## src/alc_pkg.sv

```systemverilog
// Shared constants and segment tables for the ambient light lux calculator.
package alc_pkg;

  localparam int COUNT_W          = 16;
  localparam int SCALE_W          = 19;
  localparam int LUX_W            = 20;
  localparam int COEF_W           = 10;
  localparam int SEGMENTS         = 8;
  localparam int SEG_W            = 3;
  localparam int TABLE_RATIO_BITS = 9;
  localparam int GAIN_SHIFT       = 4;

  typedef logic [COEF_W-1:0] coef_t;
  typedef logic [SEG_W-1:0]  seg_idx_t;

  localparam logic [LUX_W-1:0] LUX_MAX = '1;

  localparam coef_t SEG_LIMIT [SEGMENTS] = '{
    10'h040, 10'h080, 10'h0C0, 10'h100, 10'h138, 10'h19A, 10'h29A, 10'h29A
  };
  localparam coef_t SEG_ICPT [SEGMENTS] = '{
    10'h1F2, 10'h214, 10'h23F, 10'h270, 10'h16F, 10'h0D2, 10'h018, 10'h000
  };
  localparam coef_t SEG_SLOPE [SEGMENTS] = '{
    10'h1BE, 10'h2D1, 10'h37B, 10'h3FE, 10'h1FC, 10'h0FB, 10'h012, 10'h000
  };

  localparam seg_idx_t SEG_FIRST = '0;
  localparam seg_idx_t SEG_LAST  = SEG_W'(SEGMENTS - 1);

endpackage

```

## src/ambient_light_lux_calc_top.sv

```systemverilog
// Top level of the two-channel ambient light lux calculator pipeline.
//
//  channel | direction | handshake              | beat
//  in      | sink      | in_valid_i / in_stall_o   | broadband and infrared counts
//  out     | source    | out_valid_o / out_stall_i | lux
//  cfg     | sink      | cfg_valid_i / cfg_ready_o | channel scale
//
// One beat per cycle while no output stall backs up to the input.
// The divider takes one stage per quotient bit, RATIO_FRACTION_BITS + 2 stages.
// Every stage carries a valid bit; a stalled output holds, bubbles upstream still fill.
// Reset clears valid bits and loads the channel scale with gain 16, longest integration.
module ambient_light_lux_calc_top
  import alc_pkg::*;
#(
  parameter int CHANNEL_FRACTION_BITS = 10,
  parameter int RATIO_FRACTION_BITS   = 9,
  parameter int LUX_FRACTION_BITS     = 14
) (
  input  logic               clk_i,
  input  logic               rst_ni,
  input  logic               in_valid_i,
  output logic               in_stall_o,
  input  logic [COUNT_W-1:0] broadband_count_i,
  input  logic [COUNT_W-1:0] infrared_count_i,
  output logic               out_valid_o,
  input  logic               out_stall_i,
  output logic [LUX_W-1:0]   lux_o,
  input  logic               cfg_valid_i,
  output logic               cfg_ready_o,
  input  logic [SCALE_W-1:0] cfg_channel_scale_i
);

  localparam int PW  = COUNT_W + SCALE_W;
  localparam int CW  = PW - CHANNEL_FRACTION_BITS;
  localparam int QW  = RATIO_FRACTION_BITS + 2;
  localparam int RW  = CW + QW;
  localparam int SW  = CW + 2;
  localparam int MW  = CW + COEF_W;
  localparam int AW  = MW + 1;
  localparam int NS  = QW + 5;
  localparam int LK  = QW + 2;
  localparam int MU  = QW + 3;
  localparam int OS  = QW + 4;

  localparam logic [SCALE_W-1:0] SCALE_RESET =
    SCALE_W'((64'd1 << CHANNEL_FRACTION_BITS) << GAIN_SHIFT);

  function automatic logic [31:0] limit_at(input int idx);
    logic [31:0] lim;
    lim = 32'(SEG_LIMIT[idx]);
    if (RATIO_FRACTION_BITS >= TABLE_RATIO_BITS) begin
      return lim << (RATIO_FRACTION_BITS - TABLE_RATIO_BITS);
    end
    return lim >> (TABLE_RATIO_BITS - RATIO_FRACTION_BITS);
  endfunction

  logic [SCALE_W-1:0] scale_q;
  logic [NS-1:0]      v;
  logic [NS-1:0]      adv;

  // configuration
  always_ff @(posedge clk_i or negedge rst_ni) begin
    if (!rst_ni) begin
      scale_q <= SCALE_RESET;
    end else if (cfg_valid_i && cfg_ready_o) begin
      scale_q <= cfg_channel_scale_i;
    end
  end

  assign cfg_ready_o = 1'b1;

  // advance chain
  assign adv[NS-1] = ~v[NS-1] | ~out_stall_i;
  for (genvar k = 0; k < NS - 1; k++) begin : g_adv
    assign adv[k] = ~v[k] | adv[k+1];
  end

  assign in_stall_o = ~adv[0];

  // stage 0: scale both counts
  logic          s0_v_q;
  logic [CW-1:0] s0_c0_q, s0_c1_q;
  logic [PW-1:0] prod_bb, prod_ir;

  always_comb begin
    prod_bb = PW'(broadband_count_i) * PW'(scale_q);
    prod_ir = PW'(infrared_count_i) * PW'(scale_q);
  end

  always_ff @(posedge clk_i or negedge rst_ni) begin
    if (!rst_ni) begin
      s0_v_q <= 1'b0;
    end else if (adv[0]) begin
      s0_v_q <= in_valid_i;
    end
  end

  always_ff @(posedge clk_i) begin
    if (adv[0] && in_valid_i) begin
      s0_c0_q <= prod_bb[PW-1:CHANNEL_FRACTION_BITS];
      s0_c1_q <= prod_ir[PW-1:CHANNEL_FRACTION_BITS];
    end
  end

  assign v[0] = s0_v_q;

  // stage 1: divider setup
  logic          s1_v_q;
  logic [RW-1:0] rem_s  [QW+1];
  logic [CW-1:0] den_s  [QW+1];
  logic [QW-1:0] quo_s  [QW+1];
  logic [SW-1:0] side_s [QW+1];
  logic [RW-1:0] s1_rem_q;
  logic [CW-1:0] s1_den_q;
  logic [SW-1:0] s1_side_q;

  always_ff @(posedge clk_i or negedge rst_ni) begin
    if (!rst_ni) begin
      s1_v_q <= 1'b0;
    end else if (adv[1]) begin
      s1_v_q <= s0_v_q;
    end
  end

  always_ff @(posedge clk_i) begin
    if (adv[1] && s0_v_q) begin
      s1_rem_q  <= RW'(s0_c1_q) << (RATIO_FRACTION_BITS + 1);
      s1_den_q  <= s0_c0_q;
      s1_side_q <= {s0_c1_q, ({1'b0, s0_c1_q} >= {s0_c0_q, 1'b0}), (s0_c0_q == '0)};
    end
  end

  assign v[1]      = s1_v_q;
  assign rem_s[0]  = s1_rem_q;
  assign den_s[0]  = s1_den_q;
  assign quo_s[0]  = '0;
  assign side_s[0] = s1_side_q;

  // divider stages, most significant quotient bit first
  for (genvar i = 0; i < QW; i++) begin : g_div
    alc_div_stage #(
      .RW  (RW),
      .CW  (CW),
      .QW  (QW),
      .BIT (QW - 1 - i),
      .SW  (SW)
    ) u_stage (
      .clk_i   (clk_i),
      .rst_ni  (rst_ni),
      .load_i  (adv[2+i]),
      .valid_i (v[1+i]),
      .rem_i   (rem_s[i]),
      .den_i   (den_s[i]),
      .quo_i   (quo_s[i]),
      .side_i  (side_s[i]),
      .valid_o (v[2+i]),
      .rem_o   (rem_s[i+1]),
      .den_o   (den_s[i+1]),
      .quo_o   (quo_s[i+1]),
      .side_o  (side_s[i+1])
    );
  end

  // segment lookup
  logic          div_zero, div_ovf;
  logic [QW:0]   ratio_rnd;
  logic [QW-1:0] ratio;
  seg_idx_t      seg;
  logic          found;
  logic          lk_v_q;
  coef_t         lk_b_q, lk_m_q;
  logic [CW-1:0] lk_c0_q, lk_c1_q;

  assign div_zero = side_s[QW][0];
  assign div_ovf  = side_s[QW][1];

  always_comb begin
    ratio_rnd = {1'b0, quo_s[QW]} + (QW+1)'(1);
    ratio     = ratio_rnd[QW:1];
    seg       = SEG_LAST;
    found     = 1'b0;
    for (int i = 0; i < SEGMENTS - 1; i++) begin
      if (!found && (32'(ratio) <= limit_at(i))) begin
        seg   = SEG_W'(i);
        found = 1'b1;
      end
    end
    if (div_zero) begin
      seg = SEG_FIRST;
    end else if (div_ovf) begin
      seg = SEG_LAST;
    end
  end

  always_ff @(posedge clk_i or negedge rst_ni) begin
    if (!rst_ni) begin
      lk_v_q <= 1'b0;
    end else if (adv[LK]) begin
      lk_v_q <= v[LK-1];
    end
  end

  always_ff @(posedge clk_i) begin
    if (adv[LK] && v[LK-1]) begin
      lk_b_q  <= SEG_ICPT[seg];
      lk_m_q  <= SEG_SLOPE[seg];
      lk_c0_q <= den_s[QW];
      lk_c1_q <= side_s[QW][SW-1:2];
    end
  end

  assign v[LK] = lk_v_q;

  // products
  logic          mu_v_q;
  logic [MW-1:0] mu_pos_q, mu_neg_q;

  always_ff @(posedge clk_i or negedge rst_ni) begin
    if (!rst_ni) begin
      mu_v_q <= 1'b0;
    end else if (adv[MU]) begin
      mu_v_q <= lk_v_q;
    end
  end

  always_ff @(posedge clk_i) begin
    if (adv[MU] && lk_v_q) begin
      mu_pos_q <= MW'(lk_c0_q) * MW'(lk_b_q);
      mu_neg_q <= MW'(lk_c1_q) * MW'(lk_m_q);
    end
  end

  assign v[MU] = mu_v_q;

  // clamp, round, saturate
  logic [MW-1:0]    diff;
  logic [AW-1:0]    acc, acc_sh;
  logic [LUX_W-1:0] lux_d;
  logic             out_v_q;
  logic [LUX_W-1:0] lux_q;

  always_comb begin
    diff   = (mu_pos_q > mu_neg_q) ? (mu_pos_q - mu_neg_q) : '0;
    acc    = AW'(diff) + (AW'(1) << (LUX_FRACTION_BITS - 1));
    acc_sh = acc >> LUX_FRACTION_BITS;
    lux_d  = (acc_sh > AW'(LUX_MAX)) ? LUX_MAX : acc_sh[LUX_W-1:0];
  end

  always_ff @(posedge clk_i or negedge rst_ni) begin
    if (!rst_ni) begin
      out_v_q <= 1'b0;
    end else if (adv[OS]) begin
      out_v_q <= mu_v_q;
    end
  end

  always_ff @(posedge clk_i) begin
    if (adv[OS] && mu_v_q) begin
      lux_q <= lux_d;
    end
  end

  assign v[OS]       = out_v_q;
  assign out_valid_o = out_v_q;
  assign lux_o       = lux_q;

`ifndef SYNTHESIS
  a_stall_only_when_full: assert property (@(posedge clk_i) disable iff (!rst_ni)
    in_stall_o |-> (&v))
    else $error("input stalled while the pipeline has a bubble");

  a_div_remainder: assert property (@(posedge clk_i) disable iff (!rst_ni)
    (v[QW+1] && !div_zero && !div_ovf) |-> (rem_s[QW] < RW'(den_s[QW])))
    else $error("divider remainder not below divisor");

  a_zero_first_segment: assert property (@(posedge clk_i) disable iff (!rst_ni)
    (adv[LK] && v[LK-1] && div_zero) |=> (lk_b_q == SEG_ICPT[0] && lk_m_q == SEG_SLOPE[0]))
    else $error("zero broadband count missed the first segment");

  a_ovf_last_segment: assert property (@(posedge clk_i) disable iff (!rst_ni)
    (adv[LK] && v[LK-1] && !div_zero && div_ovf) |=> (lk_b_q == '0 && lk_m_q == '0))
    else $error("ratio above table did not select zero coefficients");

  a_stalled_output_holds_pipe: assert property (@(posedge clk_i) disable iff (!rst_ni)
    (out_valid_o && out_stall_i) |-> !adv[OS])
    else $error("output stage advanced under stall");
`endif

endmodule

```

## src/alc_div_stage.sv

```systemverilog
// One restoring-division stage: resolves a single quotient bit per cycle while load_i is high.
module alc_div_stage #(
  parameter int RW  = 36,
  parameter int CW  = 25,
  parameter int QW  = 11,
  parameter int BIT = 0,
  parameter int SW  = 27
) (
  input  logic          clk_i,
  input  logic          rst_ni,
  input  logic          load_i,
  input  logic          valid_i,
  input  logic [RW-1:0] rem_i,
  input  logic [CW-1:0] den_i,
  input  logic [QW-1:0] quo_i,
  input  logic [SW-1:0] side_i,
  output logic          valid_o,
  output logic [RW-1:0] rem_o,
  output logic [CW-1:0] den_o,
  output logic [QW-1:0] quo_o,
  output logic [SW-1:0] side_o
);

  logic          valid_q;
  logic [RW-1:0] rem_q, rem_d;
  logic [CW-1:0] den_q;
  logic [QW-1:0] quo_q, quo_d;
  logic [SW-1:0] side_q;
  logic [RW-1:0] dsh;
  logic          take;

  always_comb begin
    dsh   = RW'(den_i) << BIT;
    take  = rem_i >= dsh;
    rem_d = take ? (rem_i - dsh) : rem_i;
    quo_d = quo_i | (QW'(take) << BIT);
  end

  always_ff @(posedge clk_i or negedge rst_ni) begin
    if (!rst_ni) begin
      valid_q <= 1'b0;
    end else if (load_i) begin
      valid_q <= valid_i;
    end
  end

  always_ff @(posedge clk_i) begin
    if (load_i && valid_i) begin
      rem_q  <= rem_d;
      den_q  <= den_i;
      quo_q  <= quo_d;
      side_q <= side_i;
    end
  end

  assign valid_o = valid_q;
  assign rem_o   = rem_q;
  assign den_o   = den_q;
  assign quo_o   = quo_q;
  assign side_o  = side_q;

endmodule

```

## config.mk

```make
export PLATFORM = sky130hd
export DESIGN_NAME = ambient_light_lux_calc_top
export DESIGN_NICKNAME = d
export VERILOG_FILES = /design/src/alc_pkg.sv /design/src/ambient_light_lux_calc_top.sv /design/src/alc_div_stage.sv
export SDC_FILE = /design/constraint.sdc
export NUM_CORES = 2
export LEC_CHECK = 0
export BUFFER_PORTS_ARGS = -buffer_cell sky130_fd_sc_hd__buf_2
export CAP_MARGIN = 5
export CELL_PAD_IN_SITES_DETAIL_PLACEMENT = 0
export CELL_PAD_IN_SITES_GLOBAL_PLACEMENT = 2
export CORE_UTILIZATION = 48
export CTS_BUF_LIST = sky130_fd_sc_hd__clkbuf_8 sky130_fd_sc_hd__clkbuf_16
export DETAILED_ROUTE_END_ITERATION = 10
export PLACE_DENSITY = 0.9
export SLEW_MARGIN = 25
export SYNTH_ARGS = -nofsm -noshare
export SYNTH_HDL_FRONTEND = slang
export SYNTH_HIERARCHICAL = 1
export SYNTH_SLANG_ARGS = --single-unit
```

## constraint.sdc

```tcl
create_clock -name clk_i -period 17.3 [get_ports clk_i]
set_clock_uncertainty 0.05 [all_clocks]
set_input_delay 3.46 -clock clk_i [delete_from_list [all_inputs] [get_ports clk_i]]
set_output_delay 3.46 -clock clk_i [all_outputs]
set_load 0.03 [all_outputs]
```

==> qor.yml <==
cts_made_buffers: 146
outcome: "completed"
grt_use_total_pct: 22.8
fin_ws_ps: 6730
grt_pass1_wl_um: 368000
synth_area_um2: 98600
ff2ff_path_depth: 26
endpoint_kind: "flip-flop"
die_h_um: 455
holdBufCountCts: 0
grt_overflow_total: 0
ys_warn_count: 6
antenna_found_initial: 3
first_global_vias: 65208
grt_max_degree: 83
cts_tree: "built"
worst_pin_slew_ps: 1070
cts_sinks: 1347
path_clk_slew_ps: 70
cp_max_fo: 19
num_rows: 166
clk_path_buf_depth: 3
h-tree-depth: 4
mostFrequentLayoutCells: "inv_1, edfxtp_1, nand2_1, fa_1, ha_1"
postSynthAreaPerCell_um2: 11.0
tns_ps: 0
syn_to_final_growth_pct: 8.04
pre_cts_slack_ps: 6050
vias_per_cell: 5.43
dr_total_vias: 63713
timing_hold_violations_final: 0
drt-initial-drc-count: 4122
ant_nets: 0
cts_resized: 0
core-area_um2: 204000
dp_hpwl_um: 182000
drive_above_1_share_pct: 6.20
post-cts-setup-buffers: 0
crit_path_start_kind: "input pin"
hold_depth: 0
place_congestion: 0.909
timing.hold.ws_ps: 333
hold_class: "flip-flop to flip-flop"
start_util_pct: 48.3
synth_cells: 8929
nFillCells: 17977
route.detailed.wl_per_inst_um: 20.0
fin_crit_sh_pct: 61.1
final.min_clock_period_ps: 10570
clk_latency_ps: 800
setup_viol: 0
clock-root-buffer: "clkbuf_16"
drtPass1Iterations: 6
max-cap-violations: 0
fmax_mhz: 94.6
final_nets: 10506
finalWirelength_um: 234000
drc_errors: 0
io_buffers: 77
slew_headroom_pct: 28.4
rsz0062_at_grt: "no"
worstPathArrival_ps: 11050
postLayoutCoreUtil_pct: 52.1
cp.required_ps: 17770
io_pins: 79
path_class: "input pin to flip-flop"
layout_commonest_cell: "inv_1"
maxSlewViolCount: 0
die_w_um: 455
die-area_um2: 207000
path summary, 6_finish.rpt:
path                                               to  slack (ps)                 startpoint
max in group asynchronous                 scale_q[10]       13790                     rst_ni
setup / recovery                          s0_c0_q[24]        6730       broadband_count_i[7]
min in group asynchronous                  scale_q[0]        2820                     rst_ni
hold / removal             g_div[10].u_stage/quo_o[4]         330  g_div[9].u_stage/quo_o[4]
setup reg to reg                          s0_c0_q[24]        8460                 scale_q[7]
hold reg to reg            g_div[10].u_stage/quo_o[4]         330  g_div[9].u_stage/quo_o[4]
cell type report:
cell class,instances,area (um2),area share (%)
clock buffer,149,3710,3.48
multi-input combinational,5984,52200,49.0
antenna,5,12.5,0.0117
timing repair buffer,130,807,0.757
clock inverter,115,1310,1.23
inverter,1306,4900,4.60
tap,2688,3360,3.16
sequential,1347,40300,37.8
metrics by stage:
| step | instance area (um2) | std cells |
|---|---|---|
| finish | 107000 | 11724 |
| global route | 107000 | 11720 |
| CTS | 107000 | 11718 |
| detailed placement | 102000 | 11454 |
| global placement | 101000 | 11453 |
| floorplan | 98700 | 8962 |
worst max-delay path, cell delays in order:
cell and delay, ps:
buf_2 380, nand2_1 150, fa_1 560, inv_1 60, fa_1 500, inv_1 60, fa_1 530, inv_1 50
fa_1 440, fa_1 490, inv_1 50, fa_1 470, inv_1 40, ha_1 340, a21o_1 180, a21o_1 200
a2111o_1 430, a2111oi_0 670, a211oi_1 340, o31ai_1 530, a21oi_1 210, o21a_1 260, a41o_1 270, o21ai_0 150
nand2b_1 80, xnor2_1 120
state kept, by name, indices dropped and copies added (netlist names), 19 cells and up:
register	cells
g_div.u_stage/rem_o	360
g_div.u_stage/side_o	297
g_div.u_stage/den_o	275
g_div.u_stage/quo_o	121
mu_neg_q	35
mu_pos_q	35
s1_side_q	27
lk_c0_q	25
lk_c1_q	25
s0_c0_q	25
s0_c1_q	25
s1_den_q	25
lux_o	20
scale_q	19
metal layers:
layer | share of wire [%] | wire length (um) | track usage [%]
met1 | 42 | 99100 | 29.0
met2 | 50 | 117000 | 39.7
met3 | 4.1 | 9630 | 2.87
met4 | 3.7 | 8670 | 8.44
met5 | 0 | 0 | 0
Power is left out: the tool's default activity adds up to more than one toggle a clock period on the data nets, which glitch-free logic cannot reach.
